[src/rtl/fcc_pkg.sv]
// Shared types and constants for the frame cross correlation block.
// Holds the transaction payload structs, the register indexes and the cell control struct.
// No dependencies; every other file in rtl imports this package.
package fcc_pkg;

   // Default values of the top level parameters.
   localparam int MAX_LAGS_DEF    = 32;
   localparam int SAMPLE_BITS_DEF = 16;
   localparam int ACC_BITS_DEF    = 48;

   // Fixed widths of the transaction fields.
   localparam int SAMPLE_FIELD_BITS = 16;
   localparam int LAG_FIELD_BITS    = 5;
   localparam int CORR_FIELD_BITS   = 48;

   // Register port geometry and reset values.
   localparam int CSR_ADDR_BITS = 2;
   localparam int CSR_DATA_BITS = 5;
   localparam logic [LAG_FIELD_BITS-1:0] MAX_LAG_RESET   = 5'd31;
   localparam logic                      SELF_MODE_RESET = 1'b1;

   // Register indexes.
   typedef enum logic [CSR_ADDR_BITS-1:0] {
      CSR_MAX_LAG   = 2'd0,
      CSR_SELF_MODE = 2'd1
   } csr_index_type;

   // One input transaction: a sample pair and the end-of-frame flag.
   typedef struct packed {
      logic signed [SAMPLE_FIELD_BITS-1:0] x_sample;
      logic signed [SAMPLE_FIELD_BITS-1:0] y_sample;
      logic                                last_sample;
   } req_type;

   // One result transaction: the correlation value for one lag.
   typedef struct packed {
      logic [LAG_FIELD_BITS-1:0]         lag_index;
      logic signed [CORR_FIELD_BITS-1:0] corr_value;
      logic                              last_lag;
   } rsp_type;

   // Controls broadcast from the sequencer to every cell of the row.
   typedef struct packed {
      logic shift;   // a sample pair is accepted this cycle
      logic close;   // the accepted pair ends the frame
      logic drain;   // sums move one cell toward the output
      logic clear;   // final drain cycle: clear all sums
   } cell_ctl_type;

   // Sequencer states.
   typedef enum logic [1:0] {
      ST_RUN,
      ST_FLUSH,
      ST_DRAIN
   } state_type;

endpackage

[src/rtl/fcc_ctrl.sv]
// Sequencer of the correlation row: runs frames, waits for the last product, drains results.
// Depends on fcc_pkg for the state enum and the cell control struct.
// Produces the broadcast cell controls, busy, and the result strobe with its lag number.
module fcc_ctrl #(
   parameter int MAX_LAGS = fcc_pkg::MAX_LAGS_DEF,
   localparam int LAG_W   = $clog2(MAX_LAGS)
) (
   input  logic                                clock,
   input  logic                                reset,
   input  logic                                accept,
   input  logic                                last_in_frame,
   input  logic [fcc_pkg::LAG_FIELD_BITS-1:0]  max_lag,
   output fcc_pkg::cell_ctl_type               ctl,
   output logic                                busy,
   output logic                                rsp_valid,
   output logic [LAG_W-1:0]                    lag_count,
   output logic                                last_lag
);
   import fcc_pkg::*;

   localparam int TOP_W = (LAG_W > LAG_FIELD_BITS) ? LAG_W : LAG_FIELD_BITS;

   state_type         state_ff, state_in;
   logic [LAG_W-1:0]  drain_ff, drain_in;
   logic [TOP_W-1:0]  top_lag;
   logic              drain_last;

   // Highest lag emitted: the register, limited to the row length.
   always_comb begin
      if (TOP_W'(max_lag) > TOP_W'(MAX_LAGS - 1)) begin
         top_lag = TOP_W'(MAX_LAGS - 1);
      end else begin
         top_lag = TOP_W'(max_lag);
      end
      drain_last = (TOP_W'(drain_ff) == top_lag);
   end

   // Next state and cell controls.
   always_comb begin
      state_in  = state_ff;
      drain_in  = drain_ff;
      ctl       = '0;
      rsp_valid = 1'b0;
      unique case (state_ff)
         ST_RUN: begin
            if (accept) begin
               ctl.shift = 1'b1;
               if (last_in_frame) begin
                  ctl.close = 1'b1;
                  state_in  = ST_FLUSH;
               end
            end
         end
         ST_FLUSH: begin
            drain_in = '0;
            state_in = ST_DRAIN;
         end
         ST_DRAIN: begin
            rsp_valid = 1'b1;
            if (drain_last) begin
               ctl.clear = 1'b1;
               state_in  = ST_RUN;
            end else begin
               ctl.drain = 1'b1;
               drain_in  = drain_ff + 1'b1;
            end
         end
         default: begin
            state_in = ST_RUN;
         end
      endcase
   end

   always_ff @(posedge clock) begin
      if (reset) begin
         state_ff <= ST_RUN;
         drain_ff <= '0;
      end else begin
         state_ff <= state_in;
         drain_ff <= drain_in;
      end
   end

   assign busy      = (state_ff != ST_RUN);
   assign lag_count = drain_ff;
   assign last_lag  = rsp_valid & drain_last;

endmodule

[config.mk]
export PLATFORM = sky130hd
export DESIGN_NAME = fcc_ctrl
export DESIGN_NICKNAME = d
export VERILOG_FILES = /design/src/rtl/fcc_pkg.sv /design/src/rtl/fcc_ctrl.sv
export SDC_FILE = /design/constraint.sdc
export NUM_CORES = 1
export LEC_CHECK = 0
export ABC_AREA = 1
export BUFFER_PORTS_ARGS = -buffer_cell sky130_fd_sc_hd__buf_2
export CAP_MARGIN = 10
export CORE_MARGIN = 1.5
export CORE_UTILIZATION = 26
export DETAILED_ROUTE_END_ITERATION = 10
export PLACE_DENSITY_LB_ADDON = 0.1
export SYNTH_ARGS = -nofsm -noshare
export SYNTH_HDL_FRONTEND = slang
export SYNTH_SLANG_ARGS = --single-unit
[constraint.sdc]
create_clock -name clock -period 2.1 [get_ports clock]
set_clock_uncertainty 0.1 [all_clocks]
set_input_delay 0.105 -clock clock [delete_from_list [all_inputs] [get_ports clock]]
set_output_delay 0.105 -clock clock [all_outputs]
set_load 0.03 [all_outputs]
# Word level (Yosys, flattened, before mapping)
# Index checks and enable logic that the tools add are counted.
# W data, S select, Z words.
# word_totals
register_bits	7
latch_bits	0
ram_bits	0
mem_bits_ro	0
inputBits	9
word_cells	31
n_memories	0
# op_classes
n_addsub	1
n_mul	0
div_mod_pow	0
order_cmp	1
eq_ne	7
n_shift	0
mux	14
n_bitwise	1
n_reduce_logical	5
# ops
op	count
$mux W2	6
$mux W5	2
$pmux W5 S2	1
$ne A2 B2 Y1 const B	4
$pmux W2 S3	1
$add A5 B1 Y5 const B	1
$eq A5 B5 Y1	1
$gt A5 B5 Y1 const B	1
$mux W1	4
$reduce_bool A2 Y1	2
$reduce_and A3 Y1	1
$eq A2 B1 Y1 const B	1
$eq A2 B2 Y1 const B	1
$logic_not A2 Y1	1
$reduce_and A2 Y1	1
$and A1 B1 Y1	1

# Depth between registers and ports, before layout
# depth
word_depth	5
mapped_depth	9
depth_no_buf	9

# Least setup slack after synthesis
# No wires, ideal clock.
# synth_timing
path_kind	register -> output
start	register drain_ff[1], in the netlist lag_count[1]
end	output ctl[0] (netlist name)
arrival_time_ns	2.034
setup_slack_ns	-0.139
path_stages_with_launch	8
n_path_buf	1
path_cell_list	dfxtp_1 -> inv_1 -> nand2_1 -> nand2_1 -> nor2_1 -> nand3_4 -> nor3_1 -> buf_4
# synth_lines
element	line	source
start, declared	fcc_ctrl.sv:24	logic [LAG_W-1:0] drain_ff, drain_in;
start signal, assigned	fcc_ctrl.sv:80	drain_ff <= drain_in;
end, declared	fcc_ctrl.sv:13	output fcc_pkg::cell_ctl_type ctl,

# Worst setup path in the final report
# layout_timing
start	register drain_ff[1], in the netlist lag_count[1]
end	output last_lag
# layout_between
elab_chain_len	2
# layout_rtl
element	line	source
$eq A5 B5 Y1	fcc_ctrl.sv:35	drain_last = (TOP_W'(drain_ff) == top_lag);
$and A1 B1 Y1	fcc_ctrl.sv:86	assign last_lag = rsp_valid & drain_last;
end, declared	fcc_ctrl.sv:17	output logic last_lag
# No other way between the ends.

==> results.py <==
metrics = {
    "synthesis": {
        "synth-seq-cells": 7,
        "yosysWarnings": 0,
        "syn_inst": 68,
        "synth_area_leaders": "dfxtp_1 (31%), nand3_1 (11%), inv_1 (11%)",
        "avgSynthCellArea_um2": 6.66,
        "syn-cell-area_um2": 453,
        "synth_top_area_share_pct": 30.9,
        "synth_top_area_cell": "dfxtp_1",
        "ys_types": 16,
        "synth_seq_area_share_pct": 30.9,
        "synth_nets": 78,
    },
    "die": {
        "die_w_um": 44.7,
        "die_height_um": 44.7,
        "io_pins": 21,
        "core_area_mm2": 0.00156,
        "die-area_mm2": 0.00200,
        "rows": 14,
        "start_util_pct": 29.1,
    },
    "sta": {
        "slew_viol_final": 0,
        "period_share_pct": 83.2,
        "max_slew_margin_pct": 66.0,
        "setup_viol": 0,
        "fmax_mhz": 572,
        "hold_viol": 0,
        "tns_ps": 0,
        "rsz0062_at_grt": "no",
        "min_period_ps": 1750,
        "tightest_slew_ps": 509,
    },
    "min_path": {
        "holdCritStartpoint": "reset",
        "hp-class": "in -> reg",
    },
    "pwr": {
        "p_switching_uw": 93.7,
        "comb_power_share_pct": 20.4,
        "p_leak_nw": 0.323,
        "power.internal_uw": 231,
        "power_frac_seq_pct": 43.0,
        "p_sw_share_pct": 28.9,
        "ir_drop_uv": 345,
        "pwr-share-clk_pct": 36.6,
        "p_per_area_mw_per_mm2": 535,
    },
    "clock_network": {
        "cts.sinks": 7,
        "cts_tree": "done",
        "clock_latency_ps": 250,
        "cts_max_level": 1,
        "root_buffer": "clkbuf_4",
        "postCtsSetupRepairBufs": 0,
        "cts_made_buffers": 3,
        "path_clk_slew_ps": 50,
        "ctsLongestPathBuffers": 2,
    },
    "route": {
        "num_vias": 482,
        "ant_nets": 0,
        "vias_per_cell": 4.46,
        "drt-total-wl_mm": 1.04,
        "first_pass_iters": 4,
        "initialDrtViolationCount": 14,
        "wl_per_cell_um": 9.62,
        "route.detailed.drc": 0,
    },
    "global_route": {
        "grt_pass1_vias": 394,
        "antenna_found_initial": 0,
        "grt_overflow": 0,
        "grt_start_max_net_pins": 9,
        "grt_pass1_wl_mm": 1.64,
        "gr-usage-all-layers_pct": 11.6,
    },
    "finish": {
        "nFillCells": 176,
        "syn2layout_area_growth_pct": 34.0,
        "postLayoutCoreUtil_pct": 38.9,
        "n_antenna_cell": 0,
        "nets": 103,
        "drive_above_1_share_pct": 30.4,
        "final_cell_mix": "buf_2 (20), inv_1 (13), nand2_1 (13)",
        "final_common_cell": "buf_2",
    },
    "critical_path": {
        "crit_fanout": 6,
        "crit_path_end": "last_lag",
        "cp_data_arrival_time_ps": 1540,
        "crit_required_ps": 1890,
        "crit_top_cell": "nand2_1",
        "worst-path-buf-inv": 2,
        "crit_start": "lag_count[1]",
        "reg2reg_to": "lag_count[4]",
        "rr_worst_depth": 8,
        "rr_startpoint": "lag_count[1]",
        "worstSetupPathType": "reg -> out",
        "worstSetupPathDepth": 7,
        "reg2reg_setup_slack_ps": 680,
        "cp-end-kind": "primary output",
        "path_delay_family": "simple AND/OR/NAND/NOR gates",
        "crit_path_start_kind": "flip-flop",
        "crit_chain": "inv_1, nand2_1, nand2_1, nor2_1, nand3_4, nor3_2, buf_2",
        "worst_path_max_delay_cell": "dfxtp_1",
        "cpPeakStageDelay_ps": 410,
    },
    "flow_run": {
        "max_cap_violations": 0,
    },
    "run_status": {
        "outcome": "finished, final reports clean",
    },
    "place": {
        "hpwl_um": 778,
        "port_buffers": 20,
        "gp_congestion": 0.749,
    },
}
state kept, by name (all words and copies together) (netlist names):
register	count
lag_count	5
state_ff	2
kinds of logic (layout without fill, tap and decap cells):
kind of cell / Yosys count / in the layout / share of synthesized area, %
simple gates: 36 / 36 / 39.5
buf+inv: 14 / 38 / 12.4
flops: 7 / 7 / 30.9
compound gates: 6 / 6 / 6.63
xor+xnor: 4 / 4 / 7.74
fa+ha+maj: 1 / 1 / 2.76
layer usage:
layer / vias up / GRT usage [%] / wire length [um]
li1: 264 / - / -
met1: 202 / 16.4 / 543
met3: 2 / 1.20 / 53
met5: - / 0 / 0
met4: 0 / 10.9 / 8
met2: 14 / 15.1 / 435
power groups by stage:
stage / Combinational [mW] / Sequential [mW] / Clock [mW]
floorplan: 0.0405 / 0.144 / 0
global placement: 0.0638 / 0.142 / 0
detailed placement: 0.0648 / 0.142 / 0
CTS: 0.0666 / 0.139 / 0.127
global route: 0.0726 / 0.140 / 0.134
finish: 0.0662 / 0.139 / 0.119
worst reg2reg max path, cell delays in order (launching register included):
cell	delay, ps
dfxtp_1	410
inv_1	60
nand2_1	50
nand2_1	50
nor2_1	200
nand3_4	150
nand2_4	140
nand3_1	80
a21oi_1	120
per-stage QoR:
step / std cells / power (mW) / hold slack (ps) / setup WS (ps) / cell area (um2)
after global routing: 108 / 0.346 / 20.9 / 215 / 607
after detailed placement: 103 / 0.207 / 267 / 612 / 571
after CTS: 108 / 0.333 / 6.69 / 330 / 607
after floorplan: 68 / 0.185 / 74.1 / 176 / 458
after global placement: 103 / 0.206 / 264 / 631 / 571
final: 108 / 0.325 / 16.5 / 353 / 607
worst min path at each step:
| stage | endpoint | slack [ps] | cells after the start |
|---|---|---|---|
| after floorplan | lag_count[1] | 70 | 1 |
| after global placement | state_ff[0] | 260 | 3 |
| after detailed placement | state_ff[0] | 270 | 3 |
| after CTS | lag_count[1] | 7 | 2 |
| after global routing | lag_count[1] | 20 | 2 |
| final | lag_count[1] | 20 | 2 |
timing repair:
action / 4_1_cts / 5_1_grt
hold endpoints to repair: 1 / 0
resized for setup: 0 / 0
hold buffers: 1 / 0
cells in the mapped netlist (all sizes together):
master and instances:
a21oi 6, nor4 1, nor3 2, nand2 14, or2 1, inv 13
nor2 7, buf 1, ha 1, dfxtp 7, xor2 2, nand3 11
xnor2 2
area by class of cell:
cell class	count	area (um2)	share of cell area (%)
clock buffer	4	26.3	4.33
inverter	13	48.8	8.04
multi-input combinational	47	262	43.1
sequential	7	140	23.1
tap	16	20.0	3.30
timing repair buffer	21	110	18.1
(Power assumes the default switching activity.)
