===== config.mk =====
export PLATFORM = sky130hd
export DESIGN_NAME = fcc_cell
export DESIGN_NICKNAME = d
export VERILOG_FILES = /design/src/rtl/fcc_pkg.sv /design/src/rtl/fcc_cell.sv
export SDC_FILE = /design/constraint.sdc
export NUM_CORES = 1
export LEC_CHECK = 0
export BUFFER_PORTS_ARGS = -buffer_cell sky130_fd_sc_hd__buf_4
export CORE_MARGIN = 3
export CORE_UTILIZATION = 63
export CTS_CLUSTER_DIAMETER = 80
export CTS_CLUSTER_SIZE = 14
export DETAILED_ROUTE_END_ITERATION = 7
export PLACE_DENSITY_LB_ADDON = 0.25
export SYNTH_ARGS = -nofsm -noshare
export SYNTH_HDL_FRONTEND = slang
export SYNTH_SLANG_ARGS = --single-unit

===== constraint.sdc =====
create_clock -name clock -period 10 [get_ports clock]
set_input_delay 2.5 -clock clock [delete_from_list [all_inputs] [get_ports clock]]
set_output_delay 2.5 -clock clock [all_outputs]
set_load 0.03 [all_outputs]

===== src/rtl/fcc_pkg.sv =====
// Shared types and constants for the frame cross correlation block.
// Holds the transaction payload structs, the register indexes and the cell control struct.
// No dependencies; every other file in rtl imports this package.
package fcc_pkg;

   // Default values of the top level parameters.
   localparam int MAX_LAGS_DEF    = 32;
   localparam int SAMPLE_BITS_DEF = 16;
   localparam int ACC_BITS_DEF    = 48;

   // Fixed widths of the transaction fields.
   localparam int SAMPLE_FIELD_BITS = 16;
   localparam int LAG_FIELD_BITS    = 5;
   localparam int CORR_FIELD_BITS   = 48;

   // Register port geometry and reset values.
   localparam int CSR_ADDR_BITS = 2;
   localparam int CSR_DATA_BITS = 5;
   localparam logic [LAG_FIELD_BITS-1:0] MAX_LAG_RESET   = 5'd31;
   localparam logic                      SELF_MODE_RESET = 1'b1;

   // Register indexes.
   typedef enum logic [CSR_ADDR_BITS-1:0] {
      CSR_MAX_LAG   = 2'd0,
      CSR_SELF_MODE = 2'd1
   } csr_index_type;

   // One input transaction: a sample pair and the end-of-frame flag.
   typedef struct packed {
      logic signed [SAMPLE_FIELD_BITS-1:0] x_sample;
      logic signed [SAMPLE_FIELD_BITS-1:0] y_sample;
      logic                                last_sample;
   } req_type;

   // One result transaction: the correlation value for one lag.
   typedef struct packed {
      logic [LAG_FIELD_BITS-1:0]         lag_index;
      logic signed [CORR_FIELD_BITS-1:0] corr_value;
      logic                              last_lag;
   } rsp_type;

   // Controls broadcast from the sequencer to every cell of the row.
   typedef struct packed {
      logic shift;   // a sample pair is accepted this cycle
      logic close;   // the accepted pair ends the frame
      logic drain;   // sums move one cell toward the output
      logic clear;   // final drain cycle: clear all sums
   } cell_ctl_type;

   // Sequencer states.
   typedef enum logic [1:0] {
      ST_RUN,
      ST_FLUSH,
      ST_DRAIN
   } state_type;

endpackage


===== src/rtl/fcc_cell.sv =====
// One lag cell: holds one history sample, one live bit, one product and one accumulator.
// Depends on fcc_pkg for the cell control struct.
// Samples move to the next lag each accepted pair; sums move toward lag 0 while draining.
module fcc_cell #(
   parameter int SAMPLE_BITS = fcc_pkg::SAMPLE_BITS_DEF,
   parameter int ACC_BITS    = fcc_pkg::ACC_BITS_DEF
) (
   input  logic                         clock,
   input  logic                         reset,
   input  fcc_pkg::cell_ctl_type        ctl,
   input  logic signed [SAMPLE_BITS-1:0] x_from,
   input  logic                         live_from,
   input  logic signed [SAMPLE_BITS-1:0] y_sample,
   input  logic signed [ACC_BITS-1:0]   sum_from,
   output logic signed [SAMPLE_BITS-1:0] x_to,
   output logic                         live_to,
   output logic signed [ACC_BITS-1:0]   sum_to
);
   import fcc_pkg::*;

   localparam int PROD_BITS = 2 * SAMPLE_BITS;
   localparam int SUM_BITS  = ((ACC_BITS > PROD_BITS) ? ACC_BITS : PROD_BITS) + 1;
   localparam logic signed [SUM_BITS-1:0] SUM_HI =
      {{(SUM_BITS-ACC_BITS+1){1'b0}}, {(ACC_BITS-1){1'b1}}};
   localparam logic signed [SUM_BITS-1:0] SUM_LO =
      {{(SUM_BITS-ACC_BITS+1){1'b1}}, {(ACC_BITS-1){1'b0}}};
   localparam logic signed [ACC_BITS-1:0] ACC_HI = {1'b0, {(ACC_BITS-1){1'b1}}};
   localparam logic signed [ACC_BITS-1:0] ACC_LO = {1'b1, {(ACC_BITS-1){1'b0}}};

   logic signed [SAMPLE_BITS-1:0] x_hist_ff, x_hist_in;
   logic                          live_ff, live_in;
   logic signed [PROD_BITS-1:0]   prod_ff, prod_in;
   logic                          prod_en_ff, prod_en_in;
   logic signed [ACC_BITS-1:0]    sum_ff, sum_in;
   logic signed [SUM_BITS-1:0]    sum_wide;
   logic signed [ACC_BITS-1:0]    sum_sat;

   // History and live bit shift one lag per accepted pair; the live bit marks
   // that this lag's sample belongs to the current frame.
   always_comb begin
      x_hist_in  = ctl.shift ? x_from : x_hist_ff;
      live_in    = ctl.shift ? (live_from & ~ctl.close) : live_ff;
      prod_in    = PROD_BITS'(x_from) * PROD_BITS'(y_sample);
      prod_en_in = ctl.shift & live_from;
   end

   // Saturating accumulate of the registered product.
   always_comb begin
      sum_wide = SUM_BITS'(sum_ff) + SUM_BITS'(prod_ff);
      if (sum_wide > SUM_HI) begin
         sum_sat = ACC_HI;
      end else if (sum_wide < SUM_LO) begin
         sum_sat = ACC_LO;
      end else begin
         sum_sat = ACC_BITS'(sum_wide);
      end
   end

   // Accumulator: clear ends a frame, drain shifts toward lag 0.
   always_comb begin
      if (ctl.clear) begin
         sum_in = '0;
      end else if (ctl.drain) begin
         sum_in = sum_from;
      end else if (prod_en_ff) begin
         sum_in = sum_sat;
      end else begin
         sum_in = sum_ff;
      end
   end

   always_ff @(posedge clock) begin
      if (reset) begin
         live_ff    <= 1'b0;
         prod_en_ff <= 1'b0;
         sum_ff     <= '0;
      end else begin
         live_ff    <= live_in;
         prod_en_ff <= prod_en_in;
         sum_ff     <= sum_in;
      end
   end

   // Sample data needs no reset; the live bit masks stale history.
   always_ff @(posedge clock) begin
      x_hist_ff <= x_hist_in;
      prod_ff   <= prod_in;
   end

   assign x_to    = x_hist_ff;
   assign live_to = live_ff;
   assign sum_to  = sum_ff;

endmodule


# After elaboration in Yosys (flattened, before gate mapping)
# Cells that the tools add are included.
[totals]
regBits = 98
[classes]
addsub = 1
mul = 1
magnitude_cmp = 2
muxes = 4
bitwise_logic = 3
n_reduce_logical = 2
[op_table]
columns = ["operator", "n"]
rows = [
  ["two-way mux 48 bit", 4],
  ["adder 48 x 32 -> 49 bit", 1],
  ["greater-than comparator 49 x 48 -> 1 bit (second input constant)", 1],
  ["< comparator 49 x 48 -> 1 bit (second input constant)", 1],
  ["multiplier 16 x 16 -> 32 bit", 1],
  ["AND 1 bit", 2],
  ["nonzero test 2 bit", 1],
  ["OR reduction 2 bit", 1],
  ["NOT 1 bit", 1],
]

# Longest topological paths before layout
# Gate-level depths: netlist of the first run.
[logic_depth]
ltp_word = 6
depth_mapped = 25

# Worst setup path before layout of the first run
# Ideal clock, no wire load.
[synth_path]
kind = "input port to flip-flop"
startpoint = "input x_from[7]"
endpoint = "register prod_ff[31]"
setup_time_ns = 0.072
t_arrival_ns = 8.135
required_time_ns = 9.928
path_slack_ns = 1.792
stages = 24
path_buffers = 1
path_cell_list = "clkbuf_1 nand2_1 fa_1 inv_1 fa_1 inv_1 fa_1 inv_1 fa_1 fa_1 inv_1 fa_1 inv_1 ha_1 a21o_1 a21oi_1 o21ai_0 o221ai_1 o31ai_1 o41ai_1 o21ai_0 a21o_1 a21oi_1 xnor2_1"
[synth_between]
elab_chain_cells = 1
[synth_rtl]
columns = ["element", "line", "source"]
rows = [
  ["from (decl)", "fcc_cell.sv:11", "input logic signed [SAMPLE_BITS-1:0] x_from,"],
  ["multiplier 16 x 16 -> 32 bit", "fcc_cell.sv:43", "prod_in = PROD_BITS'(x_from) * PROD_BITS'(y_sample);"],
  ["named net prod_in[31]", "fcc_cell.sv:32", "logic signed [PROD_BITS-1:0] prod_ff, prod_in;"],
  ["to (signal assigned)", "fcc_cell.sv:87", "prod_ff <= prod_in;"],
  ["to (decl)", "fcc_cell.sv:32", ""],
]
# The timed path passes the listed nets, and every way through them passes these cells.
# A chain may end at the register's enable or synchronous reset.

# Final worst setup path of the first run
[layout_path]
startpoint = "input y_sample[4]"
endpoint = "register prod_ff[31]"
[layout_between]
elab_chain_cells = 1
[layout_rtl]
columns = ["element", "line", "source"]
rows = [
  ["from (decl)", "fcc_cell.sv:13", "input logic signed [SAMPLE_BITS-1:0] y_sample,"],
  ["multiplier 16 x 16 -> 32 bit", "fcc_cell.sv:43", ""],
  ["named net prod_in[31]", "fcc_cell.sv:32", ""],
]
# The timed path passes the listed nets, and every way through them passes these cells.

==> run metrics, run 1 <==
outcome=completed; placed insts=2,257; I/O Buffers=about 150; crit-path cells=buf_4, and2_1, fa_1, inv_1, fa_1, fa_1, inv_1, fa_1, fa_1, inv_1, fa_1, inv_1, ha_1, a21o_1, a22o_1, a21oi_1, o31ai_1, o41ai_1, o21ai_0, a21o_1, a21oi_1, xnor2_1; FP Rows=57; post-synth top area share=0.329; vias in the first global route=13.5k; layout cells sized above 1=0.0918; Vias/cell=5.73; critical path type=input port to flop; number of hold violations in the final report=0; number of synthesized flops with an enable pin=16; CTS tree=done; GRT overflow=0; CP Data Required Time=~10 ns; cell repeated most along the worst path=fa_1; Setup crit end kind=flop; DRT antenna net count=0; die area=27,400 sq um; CTS Buf Count=9; crit-path leading delay family=adder cells; Final Util=0.712; met3 Use GR=0.0499; synthesized area per cell=8.66 sq um; Arrival @ worst endpoint=8.70 ns; max-capacitance violation count=0; core area=24,700 sq um; critical path fanouts, max=16; syn nets=2,328; die width=approximately 170 um; setup bufs post-CTS=0; Total GRT Usage=0.314; Starting Density=0.649; skew final=approximately 0.011 ns; Final Max Slew Viols=0; antenna cell count=0; final wirelength=41.5 mm; synth top area cells=fa_1, dfxtp_1, ha_1; I/O pins=about 150; largest net degree at the start of global routing=90; total number of vias=13.0k; worst slack after detailed placement=1.21 ns; commonest non-fill, non-tap cell in the layout=inv_1; cts repair resizes=0; routing usage on met2=0.530; Post-synth ARST share=0; Cells after Synth=1,848; Iter 0 DRT Violations=906; # DRC=0; worst skew pair latency=approximately 0.36 ns; Slew headroom=0.157; setup_tns=0 ns; Slew @ Worst Pin=1.26 ns; grt peak-use layer=met2; Synth warnings=0; number of hold buffers added after CTS=0; crit path buf inv count=5; global-route met1 utilization=0.421; DRT Pass-1 Iters=5; max incr delay on CP=between 0.6 and 0.7 ns; CTS clk-pin slew, worst paths=approximately 0.080 ns; post-synthesis sequential area ratio=0.133; Worst path slowest cell=o41ai_1; final HPWL from detailed placement=33.5 mm; predominant post-synthesis flop cell=dfxtp_1; H-tree lvl count=3; number of synthesized register bits=98; Startpoint Class=input port; Highest Clock Rate=approximately 120 MHz; fin crit share=0.841; minimum clock period=about 8.4 ns; CTS Buffer Depth=2; first-pass GRT wire length=67.4 mm; die height=between 150 and 200 um; Setup Viol. Count Final=0; initial antenna violation count=0; Root Buffer=clkbuf_16; synthesized area=roughly 16,000 sq um; most frequent cells in the layout=inv_1, fa_1, nand2_1; Layout area overhead=9.81%; wire per inst=18.3 um; cell taking the most area after synthesis=fa_1; final non-filler cell total=2,273; hold crit path type=flop to flop; RSZ-0062 raised after global routing=false; Routability Congestion=0.963; Yosys cell types=66; # clock sinks=98; Layout Nets=around 2.4k; setup ws final=between 1.5 and 2 ns
==> final cells by class <==
type,count,area [sq um]
multi-input cells,1356,12400
fillers,1968,7100
flip-flops and latches,98,2120
inverters,327,1230
repair buffers,152,1140
well taps,324,405
clock buffers,11,254
clock inverters,5,42.5
==> per-layer routing <==
metal / part of all wire / up-vias
met1: 0.42 / 6304
met4: 0.028 / 0
li1: - / 6084
met3: 0.077 / 89
met2: 0.47 / 555
met5: 0 / -
==> metrics by stage <==
stage	hold WS, ns	area, sq um
final	0.485	17600
after CTS	0.488	17600
after detailed placement	0.478	17300
after global placement	0.468	17300
after floorplan	0.569	16000
after global routing	0.511	17600
==> cells by family after synthesis <==
kind of cell,count (synthesis),synth area share
adders and majority gates,393,0.430
DFF,98,0.133
and+or+nand+nor,549,0.165
muxes,2,0.00125
xor gates and xnor gates,77,0.0421
AOI/OAI and AO/OA,335,0.135
buffers and inverters,394,0.0937
==> worst min-delay path, stage by stage (launching register included) <==
cell and delay, ns:
dfxtp_1 0.33, nand2_1 0.06, o31ai_1 0.05
==> path summary, 6_finish.rpt <==
check              start          end  slack, ns  cells past startpoint
max          y_sample[4]  prod_ff[31]       1.59                     22
min reg2reg    sum_to[0]    sum_to[0]       0.49                      2
min            sum_to[0]    sum_to[0]       0.49                      2
max reg2reg  prod_ff[31]   sum_to[45]       5.55                     10
==> cell usage after synthesis (34+ instances only) <==
master	count
a21oi_1	151
ha_1	130
inv_1	327
fa_1	263
xnor2_1	51
dfxtp_1	82
nor2_1	128
and2_1	138
nand2_1	161
clkbuf_1	56
o21ai_0	34
nor3_1	43
a21o_1	37
==> state kept, by name (all words and copies together), names as in the netlist <==
register    cells
sum_to         48
prod_ff        32
live_to         1
prod_en_ff      1
x_to           16
Power of run 1 is left out: the tool's default activity adds up to more than one toggle a clock period on the data nets, which glitch-free logic cannot reach.
==> run 2: changes to the inputs <==
--- a/config.mk
+++ b/config.mk
@@ -7,7 +7,7 @@
 export LEC_CHECK = 0
 export BUFFER_PORTS_ARGS = -buffer_cell sky130_fd_sc_hd__buf_4
 export CORE_MARGIN = 3
-export CORE_UTILIZATION = 63
+export CORE_UTILIZATION = 56
 export CTS_CLUSTER_DIAMETER = 80
 export CTS_CLUSTER_SIZE = 14
 export DETAILED_ROUTE_END_ITERATION = 7
==> constraint.sdc (replaced) <==
create_clock -name clock -period 7.35 [get_ports clock]
set_input_delay 1.8375 -clock clock [delete_from_list [all_inputs] [get_ports clock]]
set_output_delay 1.8375 -clock clock [all_outputs]
set_load 0.03 [all_outputs]
==> run metrics, run 2 (synthesis results as in run 1) <==
outcome=completed; fin crit share=0.971; Final Max Slew Viols=0 (unchanged); # DRC=0 (unchanged); minimum clock period=7.14 ns; core area=28,000 sq um (+14%); Layout Nets=2,550 (+5.2%); Largest register FFs=48 (unchanged); final wirelength=41.0 mm (-1.3%); die width=175 um (+5.8%); Startpoint Class=input port; commonest non-fill, non-tap cell in the layout=inv_1; I/O pins=152 (unchanged); layout cells sized above 1=0.160 (+0.0682); vias in the first global route=14.0k (+3.9%); most frequent cells in the layout=inv_1, buf_4, fa_1; FP Rows=61 (+7.0%); Highest Clock Rate=140 MHz; CP Data Required Time=7.63 ns (-2.66 ns); Total GRT Usage=0.271 (-0.0422); I/O Buffers=151 (unchanged); max-capacitance violation count=0 (unchanged); wire per inst=16.7 um (-8.6%); Layout area overhead=17.3%; critical path fanouts, max=4 (-12); Vias/cell=5.47 (-4.7%); Slew @ Worst Pin=1.27 ns (+0.0129 ns); H-tree lvl count=3 (unchanged); Setup crit end kind=flop; die area=30,700 sq um (+12%); reg2reg setup slack=2.97 ns (-2.58 ns); Setup Viol. Count Final=0 (unchanged); number of hold violations in the final report=0 (unchanged); DRT Pass-1 Iters=6 (+1); Starting Density=0.572 (-0.0772); Hold WS=0.491 ns (+0.00584 ns); Iter 0 DRT Violations=794 (-12%); hold crit path type=flop to flop; critical path type=input port to flop; Worst Setup SP=x_from[8]; CTS Buf Count=9 (unchanged); CTS clk-pin slew, worst paths=0.07 ns (about the same); worst skew pair latency=0.36 ns (about the same); die height=175 um (+5.8%); final HPWL from detailed placement=34.6 mm (+3.2%); hold_sp=live_to; number of hold buffers added after CTS=0 (unchanged); CTS tree=done; first-pass GRT wire length=67.7 mm (+0.48%); worst slack after detailed placement=-0.289 ns (-1.50 ns); reg-to-reg critical path startpoint=prod_ff[31]; Root Buffer=clkbuf_16; skew final=0.0203 ns (+0.00949 ns); Arrival @ worst endpoint=7.42 ns (-1.28 ns); setup ws final=0.213 ns (-1.38 ns); initial antenna violation count=0 (unchanged); total number of vias=13.4k (+2.9%); Slew headroom=0.148 (-0.00865); DRT antenna net count=0 (unchanged); largest net degree at the start of global routing=90 (unchanged); CTS Buffer Depth=2 (unchanged); GRT overflow=0 (unchanged); Routability Congestion=0.904 (-6.2%); # clock sinks=98 (unchanged)
run 2: changes by cell type in the layout (fill, tap and decap cells not counted), moves of 4 or more:
cell     delta
buf_4     +123
a21oi_2     +5
ha_4        +4
ha_1        -5
inv_2       +4
inv_1       -4
a21oi_1     -5
run 2: through the flow:
| step | instances | utilization | TNS [ns] | area (sq um) |
|---|---|---|---|---|
| finish | 2454 | 0.670 | 0 | 18800 |
| global route | 2453 | 0.670 | -0.0763 | 18800 |
| CTS | 2450 | 0.665 | 0 | 18600 |
| detailed placement | 2434 | 0.654 | -0.999 | 18300 |
| global placement | 2434 | 0.654 | -0.796 | 18300 |
| floorplan | 1848 | - | 0 | 16000 |
run 2: critical path: stages:
cell and delay, ns:
buf_4 0.12, buf_4 0.14, and2_1 0.14, fa_1 0.47
inv_1 0.05, fa_1 0.46, fa_1 0.53, inv_1 0.06
fa_1 0.49, fa_1 0.49, inv_1 0.05, fa_1 0.47
inv_1 0.04, ha_1 0.29, a21o_1 0.20, a21oi_2 0.16
o21ai_1 0.10, o221ai_2 0.16, o31ai_2 0.11, o41ai_2 0.29
buf_4 0.17, o21ai_1 0.09, a21o_1 0.19, a21oi_2 0.15
xnor2_1 0.13
run 2: per-layer routing:
layer | vias up | wire length, um | global-route usage
met5 | - | 0 | 0
met4 | 0 | 1160 | 0.0821
met3 | 76 | 1960 | 0.0311
met2 | 385 | 20100 | 0.476
met1 | 6590 | 17700 | 0.354
li1 | 6362 | - | -
run 2: cell type report:
cell class | instances | area (sq um)
clock inverter | 7 | 98.8
inverter | 327 | 1230
timing repair buffer | 278 | 2120
antenna | 1 | 2.50
multi-input combinational | 1356 | 12500
clock buffer | 9 | 225
sequential | 98 | 2120
fill | 2354 | 9240
tap | 378 | 473
run 2: worst paths after layout:
check / cells after the start / endpoint
hold / removal: 2 / live_to
hold reg to reg: 2 / live_to
setup / recovery: 25 / prod_ff[31]
setup reg to reg: 10 / sum_to[24]
run 2: timing repair:
item                       CTS  global route
hold endpoints to repair     0             0
resized for setup            0            28
setup endpoints to repair    0             5
setup buffers                0             3
Power of run 2 is left out for the same reason.
